File: config.mk
export PLATFORM = sky130hd
export DESIGN_NAME = stx_etx_frame_receiver_flat
export DESIGN_NICKNAME = d
export VERILOG_FILES = /design/src/rtl/core/sef_pkg.sv /design/src/rtl/core/sef_ifs.sv /design/src/rtl/core/sef_ram.sv /design/src/rtl/core/stx_etx_frame_receiver.sv /design/src/flat_wrapper.sv
export SDC_FILE = /design/constraint.sdc
export NUM_CORES = 1
export LEC_CHECK = 0
export ABC_AREA = 1
export BUFFER_PORTS_ARGS = -buffer_cell sky130_fd_sc_hd__buf_2
export CAP_MARGIN = 0
export CORE_AREA = 4 4 126 218
export DETAILED_ROUTE_END_ITERATION = 12
export DIE_AREA = 0 0 130 222
export PLACE_DENSITY = 0.75
export SLEW_MARGIN = 20
export SYNTH_ARGS = -nofsm -noshare
export SYNTH_HDL_FRONTEND = slang
export SYNTH_SLANG_ARGS = --single-unit
export TNS_END_PERCENT = 30
File: constraint.sdc
create_clock -name clk -period 3 [get_ports clk]
set_clock_uncertainty 0.2 [all_clocks]
set_input_delay 0.9 -clock clk [delete_from_list [all_inputs] [get_ports clk]]
set_output_delay 0.9 -clock clk [all_outputs]
set_load 0.05 [all_outputs]
File: src/rtl/core/sef_pkg.sv
// sef_pkg: shared widths and register indexes of the STX/ETX frame receiver.
// No dependencies; imported by the interfaces and the top level.
package sef_pkg;

    localparam int BYTE_W    = 8;   // received and payload byte
    localparam int INDEX_W   = 5;   // byte_index field
    localparam int FLEN_W    = 6;   // frame_length field
    localparam int CFG_IDX_W = 1;   // configuration register index

    typedef logic [BYTE_W-1:0]    byte_t;
    typedef logic [CFG_IDX_W-1:0] cfg_idx_t;

    localparam cfg_idx_t REG_START_BYTE = 1'd0;
    localparam cfg_idx_t REG_END_BYTE   = 1'd1;

    localparam byte_t START_BYTE_RST = 8'h02;
    localparam byte_t END_BYTE_RST   = 8'h03;

endpackage

File: src/rtl/core/sef_ifs.sv
// sef_ifs: valid/ready channel interfaces of the frame receiver
// (input byte, result item, configuration write). Depends on sef_pkg.

interface sef_rx_if
    import sef_pkg::*;
();
    logic  valid;
    logic  ready;
    byte_t rx_byte;

    modport source (output valid, output rx_byte, input ready);
    modport sink   (input valid, input rx_byte, output ready);
endinterface

interface sef_out_if
    import sef_pkg::*;
();
    logic               valid;
    logic               ready;
    byte_t              payload_byte;
    logic [INDEX_W-1:0] byte_index;
    logic [FLEN_W-1:0]  frame_length;
    logic               last;

    modport source (output valid, output payload_byte, output byte_index,
                    output frame_length, output last, input ready);
    modport sink   (input valid, input payload_byte, input byte_index,
                    input frame_length, input last, output ready);
endinterface

interface sef_cfg_if
    import sef_pkg::*;
();
    logic     valid;
    logic     ready;
    cfg_idx_t index;
    byte_t    data;

    modport source (output valid, output index, output data, input ready);
    modport sink   (input valid, input index, input data, output ready);
endinterface

File: src/rtl/core/sef_ram.sv
// sef_ram: generic single-write, single-read RAM with registered read data.
// No dependencies.
module sef_ram #(
    parameter  int WIDTH  = 8,
    parameter  int DEPTH  = 32,
    localparam int ADDR_W = (DEPTH > 1) ? $clog2(DEPTH) : 1
) (
    input  logic              clk,
    input  logic              wr_en,
    input  logic [ADDR_W-1:0] wr_addr,
    input  logic [WIDTH-1:0]  wr_data,
    input  logic [ADDR_W-1:0] rd_addr,
    output logic [WIDTH-1:0]  rd_data
);

    logic [WIDTH-1:0] mem [DEPTH];

    always_ff @(posedge clk)
    begin
        if (wr_en)
        begin
            mem[wr_addr] <= wr_data;
        end
        rd_data <= mem[rd_addr];
    end

endmodule

File: src/rtl/core/stx_etx_frame_receiver.sv
// stx_etx_frame_receiver: STX/len/payload/XOR/ETX frame parser with replay.
// Parsing: one byte item accepted per cycle; input is held off during replay.
// After a good ETX the payload is replayed from the payload RAM: a registered
// RAM read first, then one result per cycle while the output register is free;
// an empty frame gives a zero result. Reset (async, rst_n low) clears the
// parser to idle and loads start/end bytes 2 and 3; RAM contents are not reset.
// Depends on sef_pkg, sef_ifs, sef_ram.
module stx_etx_frame_receiver
    import sef_pkg::*;
#(
    parameter int MAX_PAYLOAD = 32
) (
    input  logic     clk,
    input  logic     rst_n,
    sef_rx_if.sink   in_ch,
    sef_out_if.source out_ch,
    sef_cfg_if.sink  cfg_ch
);

    // count holds 0..MAX_PAYLOAD, address holds 0..MAX_PAYLOAD-1
    localparam int CNT_W = $clog2(MAX_PAYLOAD + 1);
    localparam int AW    = (MAX_PAYLOAD > 1) ? $clog2(MAX_PAYLOAD) : 1;

    // parser states
    localparam logic [2:0] ST_IDLE = 3'd0;
    localparam logic [2:0] ST_LEN  = 3'd1;
    localparam logic [2:0] ST_DATA = 3'd2;
    localparam logic [2:0] ST_CHK  = 3'd3;
    localparam logic [2:0] ST_END  = 3'd4;
    localparam logic [2:0] ST_EMIT = 3'd5;   // replaying payload from RAM

    logic [2:0]       state_reg,   state_next;
    byte_t            start_reg,   start_next;
    byte_t            end_reg,     end_next;
    logic [CNT_W-1:0] exp_len_reg, exp_len_next;
    logic [CNT_W-1:0] rcv_cnt_reg, rcv_cnt_next;
    byte_t            xor_reg,     xor_next;
    logic [CNT_W-1:0] emit_idx_reg, emit_idx_next;
    logic             data_ok_reg, data_ok_next;   // RAM data matches emit_idx
    logic             out_valid_reg, out_valid_next;

    // result payload, no reset needed
    byte_t              out_byte_reg,  out_byte_next;
    logic [INDEX_W-1:0] out_index_reg, out_index_next;
    logic [FLEN_W-1:0]  out_flen_reg,  out_flen_next;
    logic               out_last_reg,  out_last_next;

    byte_t            b;
    logic             in_fire;
    logic             slot_free;
    logic             emit_go;
    logic             emit_last;
    logic [CNT_W-1:0] cnt_inc;
    logic             ram_wr_en;
    logic [AW-1:0]    ram_rd_addr;
    byte_t            ram_rd_data;

    assign b         = in_ch.rx_byte;
    assign in_ch.ready = (state_reg != ST_EMIT);
    assign in_fire   = in_ch.valid && in_ch.ready;
    assign cfg_ch.ready = 1'b1;

    // output register frees when empty or being taken
    assign slot_free = !out_valid_reg || out_ch.ready;
    assign emit_go   = (state_reg == ST_EMIT) && slot_free
                       && (data_ok_reg || (exp_len_reg == '0));
    assign emit_last = (exp_len_reg == '0) || (emit_idx_reg + 1'b1 == exp_len_reg);
    assign cnt_inc   = rcv_cnt_reg + 1'b1;

    // payload write while collecting data bytes
    assign ram_wr_en = in_fire && (state_reg == ST_DATA) && (b != start_reg);
    // read ahead: address follows the index that will be current next cycle
    assign ram_rd_addr = emit_go ? AW'(emit_idx_reg + 1'b1) : AW'(emit_idx_reg);

    sef_ram #(
        .WIDTH (BYTE_W),
        .DEPTH (MAX_PAYLOAD)
    ) u_payload_ram (
        .clk     (clk),
        .wr_en   (ram_wr_en),
        .wr_addr (rcv_cnt_reg[AW-1:0]),
        .wr_data (b),
        .rd_addr (ram_rd_addr),
        .rd_data (ram_rd_data)
    );

    always_comb
    begin
        state_next     = state_reg;
        start_next     = start_reg;
        end_next       = end_reg;
        exp_len_next   = exp_len_reg;
        rcv_cnt_next   = rcv_cnt_reg;
        xor_next       = xor_reg;
        emit_idx_next  = emit_idx_reg;
        data_ok_next   = data_ok_reg;
        out_valid_next = out_valid_reg;
        out_byte_next  = out_byte_reg;
        out_index_next = out_index_reg;
        out_flen_next  = out_flen_reg;
        out_last_next  = out_last_reg;

        // config writes must arrive only while idle; the block leaves this to the user
        if (cfg_ch.valid)
        begin
            unique case (cfg_ch.index)
                REG_START_BYTE: start_next = cfg_ch.data;
                REG_END_BYTE:   end_next   = cfg_ch.data;
                default:        ;
            endcase
        end

        if (out_valid_reg && out_ch.ready)
        begin
            out_valid_next = 1'b0;
        end

        if (state_reg == ST_EMIT)
        begin
            data_ok_next = 1'b1;
            if (emit_go)
            begin
                out_valid_next = 1'b1;
                out_byte_next  = (exp_len_reg == '0) ? '0 : ram_rd_data;
                out_index_next = INDEX_W'(emit_idx_reg);
                out_flen_next  = FLEN_W'(exp_len_reg);
                out_last_next  = emit_last;
                emit_idx_next  = emit_idx_reg + 1'b1;
                if (emit_last)
                begin
                    state_next = ST_IDLE;
                end
            end
        end
        else if (in_fire)
        begin
            unique case (state_reg)
                ST_LEN:
                begin
                    if (b > BYTE_W'(MAX_PAYLOAD))
                    begin
                        exp_len_next = '0;
                        rcv_cnt_next = '0;
                        xor_next     = '0;
                        state_next   = ST_IDLE;
                    end
                    else
                    begin
                        exp_len_next = CNT_W'(b);
                        state_next   = (b == '0) ? ST_CHK : ST_DATA;
                    end
                end
                ST_DATA:
                begin
                    if (b == start_reg)
                    begin
                        // restart: next byte is a length
                        exp_len_next = '0;
                        rcv_cnt_next = '0;
                        xor_next     = '0;
                        state_next   = ST_LEN;
                    end
                    else
                    begin
                        xor_next     = xor_reg ^ b;
                        rcv_cnt_next = cnt_inc;
                        if (cnt_inc >= exp_len_reg)
                        begin
                            state_next = ST_CHK;
                        end
                    end
                end
                ST_CHK:
                begin
                    if (b == start_reg)
                    begin
                        exp_len_next = '0;
                        rcv_cnt_next = '0;
                        xor_next     = '0;
                        state_next   = ST_LEN;
                    end
                    else if (b == xor_reg)
                    begin
                        state_next = ST_END;
                    end
                    else
                    begin
                        exp_len_next = '0;
                        rcv_cnt_next = '0;
                        xor_next     = '0;
                        state_next   = ST_IDLE;
                    end
                end
                ST_END:
                begin
                    if (b == end_reg)
                    begin
                        // good frame: replay, frame counters kept as they are
                        emit_idx_next = '0;
                        data_ok_next  = 1'b0;
                        state_next    = ST_EMIT;
                    end
                    else
                    begin
                        // wrong end byte, start byte here is lost too
                        exp_len_next = '0;
                        rcv_cnt_next = '0;
                        xor_next     = '0;
                        state_next   = ST_IDLE;
                    end
                end
                default:
                begin
                    // idle and unused codes
                    if (b == start_reg)
                    begin
                        rcv_cnt_next = '0;
                        xor_next     = '0;
                        state_next   = ST_LEN;
                    end
                    else
                    begin
                        state_next = ST_IDLE;
                    end
                end
            endcase
        end
    end

    always_ff @(posedge clk or negedge rst_n)
    begin
        if (!rst_n)
        begin
            state_reg     <= ST_IDLE;
            start_reg     <= START_BYTE_RST;
            end_reg       <= END_BYTE_RST;
            exp_len_reg   <= '0;
            rcv_cnt_reg   <= '0;
            xor_reg       <= '0;
            emit_idx_reg  <= '0;
            data_ok_reg   <= 1'b0;
            out_valid_reg <= 1'b0;
        end
        else
        begin
            state_reg     <= state_next;
            start_reg     <= start_next;
            end_reg       <= end_next;
            exp_len_reg   <= exp_len_next;
            rcv_cnt_reg   <= rcv_cnt_next;
            xor_reg       <= xor_next;
            emit_idx_reg  <= emit_idx_next;
            data_ok_reg   <= data_ok_next;
            out_valid_reg <= out_valid_next;
        end
    end

    always_ff @(posedge clk)
    begin
        out_byte_reg  <= out_byte_next;
        out_index_reg <= out_index_next;
        out_flen_reg  <= out_flen_next;
        out_last_reg  <= out_last_next;
    end

    assign out_ch.valid        = out_valid_reg;
    assign out_ch.payload_byte = out_byte_reg;
    assign out_ch.byte_index   = out_index_reg;
    assign out_ch.frame_length = out_flen_reg;
    assign out_ch.last         = out_last_reg;

endmodule

File: src/flat_wrapper.sv
// flat-port wrapper written by rule: the top's interface ports become plain ports
module stx_etx_frame_receiver_flat import sef_pkg::*;
#(
    parameter int MAX_PAYLOAD = 32
)
  (clk, rst_n, in_ch_valid, in_ch_rx_byte, in_ch_ready, out_ch_valid, out_ch_payload_byte, out_ch_byte_index, out_ch_frame_length, out_ch_last, out_ch_ready, cfg_ch_valid, cfg_ch_index, cfg_ch_data, cfg_ch_ready);
  sef_rx_if in_ch_i ();
  sef_out_if out_ch_i ();
  sef_cfg_if cfg_ch_i ();
  input  logic clk;
  input  logic rst_n;
  input wire logic [$bits(in_ch_i.valid)-1:0] in_ch_valid;
  input wire logic [$bits(in_ch_i.rx_byte)-1:0] in_ch_rx_byte;
  output wire logic [$bits(in_ch_i.ready)-1:0] in_ch_ready;
  output wire logic [$bits(out_ch_i.valid)-1:0] out_ch_valid;
  output wire logic [$bits(out_ch_i.payload_byte)-1:0] out_ch_payload_byte;
  output wire logic [$bits(out_ch_i.byte_index)-1:0] out_ch_byte_index;
  output wire logic [$bits(out_ch_i.frame_length)-1:0] out_ch_frame_length;
  output wire logic [$bits(out_ch_i.last)-1:0] out_ch_last;
  input wire logic [$bits(out_ch_i.ready)-1:0] out_ch_ready;
  input wire logic [$bits(cfg_ch_i.valid)-1:0] cfg_ch_valid;
  input wire logic [$bits(cfg_ch_i.index)-1:0] cfg_ch_index;
  input wire logic [$bits(cfg_ch_i.data)-1:0] cfg_ch_data;
  output wire logic [$bits(cfg_ch_i.ready)-1:0] cfg_ch_ready;
  assign in_ch_i.valid = in_ch_valid;
  assign in_ch_i.rx_byte = in_ch_rx_byte;
  assign in_ch_ready = in_ch_i.ready;
  assign out_ch_valid = out_ch_i.valid;
  assign out_ch_payload_byte = out_ch_i.payload_byte;
  assign out_ch_byte_index = out_ch_i.byte_index;
  assign out_ch_frame_length = out_ch_i.frame_length;
  assign out_ch_last = out_ch_i.last;
  assign out_ch_i.ready = out_ch_ready;
  assign cfg_ch_i.valid = cfg_ch_valid;
  assign cfg_ch_i.index = cfg_ch_index;
  assign cfg_ch_i.data = cfg_ch_data;
  assign cfg_ch_ready = cfg_ch_i.ready;
  stx_etx_frame_receiver #(.MAX_PAYLOAD(MAX_PAYLOAD)) u_core (.clk(clk), .rst_n(rst_n), .in_ch(in_ch_i), .out_ch(out_ch_i), .cfg_ch(cfg_ch_i));
endmodule
==> impl.org <==
** Outcome
- The run finished with clean final reports.

** Floorplanning
- Starting density of the core :: 59.0%
- Measured along the x axis, the die boundary spans 130 µm.
- DIE HEIGHT :: 222 µm
- Top-level I/O count :: 45
- The floorplan has 78 rows.
- The floorplan step defined a die boundary enclosing 28,900 µm².
- Core area :: 25,800 µm²

** Global route
- After global routing the overflow that remains totals 0.
- For this run, global-route usage on met1 was measured as 28.4%.
- The first global-routing pass estimated 57,300 µm of wire.
- The number of antenna violations at the first check in global routing is 0.
- Vias in the first global route :: 11,000
- Pin count of the biggest net entering global routing :: 49
- For this run, global-route usage on met3 was measured as 3.13%.
- Total track usage :: 26.5%
- In this run the most used layer during global routing was met2.
- For met2 alone, demand over resource in global routing was 48.0%.

** Synth
- After synthesis, flip-flops and latches occupy 63.3% of the total area.
- Leading cell type by number of instances after synthesis :: sky130_fd_sc_hd__nand2_1
- Of the total synthesized cell area, the portion taken by XOR and XNOR cells is 1.32%.
- Share of the synthesized area in compound gates (AO/OA/AOI/OAI) :: 2.03%
- Syn. warnings :: 0
- The mapped netlist covers 15,200 µm².
- The commonest cells after synthesis are 361 x sky130_fd_sc_hd__nand2_1, 316 x sky130_fd_sc_hd__inv_1, 312 x sky130_fd_sc_hd__nand3_1.
- Post-synthesis register bit count :: 331
- The portion of synthesized area spent on multiplexers is 0%.
- The synthesized netlist devotes 22.3% of its cell area to simple gates.
- Counting flops with a built-in enable in the synthesized netlist gives 276.
- A synthesized cell averages 9.68 µm².
- Combinational family with the most area after synthesis :: simple AND/OR/NAND/NOR gates
- Fraction of post-synthesis cell area in the top cell type by area :: 54.5%
- Distinct cell type count of the synthesized netlist :: 38
- The synthesized netlist devotes 0.905% of its cell area to adder and majority cells.
- After technology mapping, the gate count stands at 1,571.
- When the netlist entered floorplanning its net count stood at 1,604.
- Largest area contributor in the synthesized netlist :: sky130_fd_sc_hd__edfxtp_1
- For this run, the leading register cell type out of synthesis is sky130_fd_sc_hd__edfxtp_1.
- Fraction of registers with async set/reset :: 14.2%
- By area the synthesized netlist is led by sky130_fd_sc_hd__edfxtp_1 54%, sky130_fd_sc_hd__nand3_1 10%, sky130_fd_sc_hd__nand2_1 8.9%.

** Placed design
- Final weighted congestion of routability-driven global placement :: 0.977
- In this run the tool buffered the top-level ports with 43 buffer cells.
- Detailed placement ended at an HPWL of 25,900 µm.

** Layout
- Fin nets :: 1,709
- Fraction of final layout cells sized beyond drive strength 1 :: 12.9%
- After filler insertion, the fill cell instance count of the layout stands at 1,979.
- Utilization after layout :: 67.8%
- The register with the most flip-flops in the layout has 256 of them.
- Register with the most flip-flops :: u_core.u_payload_ram.mem
- Layout-stage area growth over the synthesis result :: 14.8%
- The number of antenna diodes in the final layout is 0.

** STA
- Setup repair after global routing left no endpoint under its margin.
- Least-Margin Pin Slew :: 546 ps
- Max Clk Rate :: 0.376 GHz
- In this run the tightest slew margin relative to its limit is 63.6%.
- Tcrit/Tclk final :: 88.6%
- The number of pins with negative max-slew slack in the final report is 0.
- Summed over all failing endpoints, the final setup total negative slack is 0 ps.
- The number of failing hold endpoints at the final stage is 0.
- For the finished layout, the period the worst path requires is 2660 ps.
- Setup-failing EPs final :: 0

** Routing
- The pre-antenna-repair detailed-routing pass consisted of 8 iterations.
- Detailed routing inserted a total of 10,900 vias.
- Drt total wl :: 37,400 µm
- Vias per inst :: 5.41
- Remaining antenna violation count :: 0
- Average routed wire per standard cell :: 18.5 µm
- Number of DRC markers after the initial detailed-route iteration :: 1,032
- In the routed design, unresolved DRC markers number 0.

** Worst setup path
- Arrival time worst endpoint :: 2970 ps
- In this run the worst path has a maximum fanout of 7.
- CP most frequent cell :: sky130_fd_sc_hd__nand2_1
- Crit path kind :: register to register
- The most critical setup path has its startpoint at u_core.rcv_cnt_reg[0].
- Data required time at the worst endpoint :: 3310 ps
- Together, buffers and inverters on the worst path number 1.
- The signal on the critical path passes through ha_1 -> nand2_1 -> inv_1 -> nand2_1 -> o22ai_1 -> ha_1 -> nand2_1 -> nor2_1 -> o21ai_0 -> o211ai_1 -> nor2_1 -> nand3_1 -> nand3_1 -> nand2_1 -> nand2_1.
- Cell type of the slowest stage on the worst timing path :: sky130_fd_sc_hd__dfrtp_1
- Worst reg-to-reg setup slack :: 340 ps
- Number of cells on the worst reg-to-reg path :: 15
- Critical register-to-register path startpoint :: u_core.rcv_cnt_reg[0]
- Category of the worst setup path launch point :: register
- The worst setup path is captured at a register.
- Top delay family on crit path :: simple AND/OR/NAND/NOR gates
- The largest single stage delay on the critical path is 470 ps.
- End of the worst register-to-register path :: u_core.state_reg[2]

** Power and ir drop
- Standby leakage power :: 7.84 nW
- In this run the power density over the cells is 589 nW/µm².
- Worst IR drop on VDD :: 0.000662 V

** Clocking
- After clock tree synthesis, the clock-pin slew on the worst setup and hold paths is 70 ps.
- H-Tree Depth :: 1
- The clock drives 331 sinks.
- Count of hold-fix buffers inserted at cts :: 0
- TritonCTS built the clock tree.
- In this run the clock root is driven by a sky130_fd_sc_hd__clkbuf_16.
- Number of setup buffers added after CTS :: 0
- Number of buffers inserted during clock tree synthesis :: 29
- Number of buffers on the longest clock path :: 3
- The number of gates resized after CTS was 0.
- Clock network latency to the later pin of the worst-skew pair :: 570 ps

** Flow run
- Max-cap violation count :: 0

** Min path
- Type of the worst min-delay path :: input pin to async pin
## stage by stage
stage / setup slack, ps / power (W) / hold WS [ps] / instance area, µm² / std cells
6_report: 341 / 0.0103 / 81.1 / 17500 / 2019
4_1_cts: 349 / 0.0103 / 83.4 / 17500 / 2019
3_5_place_dp: -160 / 0.00640 / 265 / 16400 / 1965
2_1_floorplan: -28.1 / 0.00596 / 223 / 15200 / 1571
3_3_place_gp: -3.42 / 0.00637 / 261 / 16400 / 1965
5_1_grt: 107 / 0.0106 / 111 / 17500 / 2019
## layer usage
layer / vias to the layer above / routed length (µm)
met1: 5054 / 12500
li1: 5263 / -
met3: 157 / 2350
met2: 453 / 19900
met5: - / 0
met4: 0 / 2770
## placed cells by master, fill, tap and decap left out, types with 8 or more instances in the layout
| cell | instances |
|---|---|
| sky130_fd_sc_hd__o21ai_0 | 36 |
| sky130_fd_sc_hd__inv_1 | 316 |
| sky130_fd_sc_hd__nor2_1 | 60 |
| sky130_fd_sc_hd__buf_4 | 79 |
| sky130_fd_sc_hd__edfxtp_1 | 276 |
| sky130_fd_sc_hd__buf_12 | 17 |
| sky130_fd_sc_hd__dfxtp_1 | 8 |
| sky130_fd_sc_hd__clkbuf_16 | 29 |
| sky130_fd_sc_hd__dfrtp_1 | 44 |
| sky130_fd_sc_hd__nand4_1 | 10 |
| sky130_fd_sc_hd__nand3_1 | 312 |
| sky130_fd_sc_hd__buf_2 | 43 |
| sky130_fd_sc_hd__ha_1 | 11 |
| sky130_fd_sc_hd__xor2_1 | 9 |
| sky130_fd_sc_hd__xnor2_1 | 14 |
| sky130_fd_sc_hd__nand2_1 | 361 |
## report_power, final
part           switching (W)  total [W]  internal (W)
clock                0.00166    0.00396       0.00231
combinational       0.000652    0.00104      0.000386
sequential          0.000129    0.00528       0.00515
total                0.00244     0.0103       0.00784
## worst max path at each step
stage	to	slack [ps]	cells after the start
after floorplan	u_core.u_payload_ram.mem[11][0]	-30	10
after global placement	u_core.u_payload_ram.mem[18][7]	-3	12
after detailed placement	u_core.u_payload_ram.mem[25][7]	-160	12
after CTS	u_core.state_reg[2]	350	15
after global routing	u_core.state_reg[2]	110	15
final	u_core.state_reg[2]	340	15
## cell type report
type	instances	area, µm²	area share (%)
clock inverters	23	294	1.68
multi-input cells	855	4050	23.2
clock buffers	31	733	4.20
repair buffers	139	1150	6.58
flip-flops and latches	331	9630	55.1
inverters	320	1200	6.88
well taps	320	400	2.29
## cell families after synthesis
family                     after synthesis
AOI/OAI and AO/OA                       52
xor gates and xnor gates                23
adders and majority gates               11
buffers and inverters                  385
DFF                                    331
other                                    1
and+or+nand+nor                        768
No activity file was read; power rests on OpenSTA's default activity.
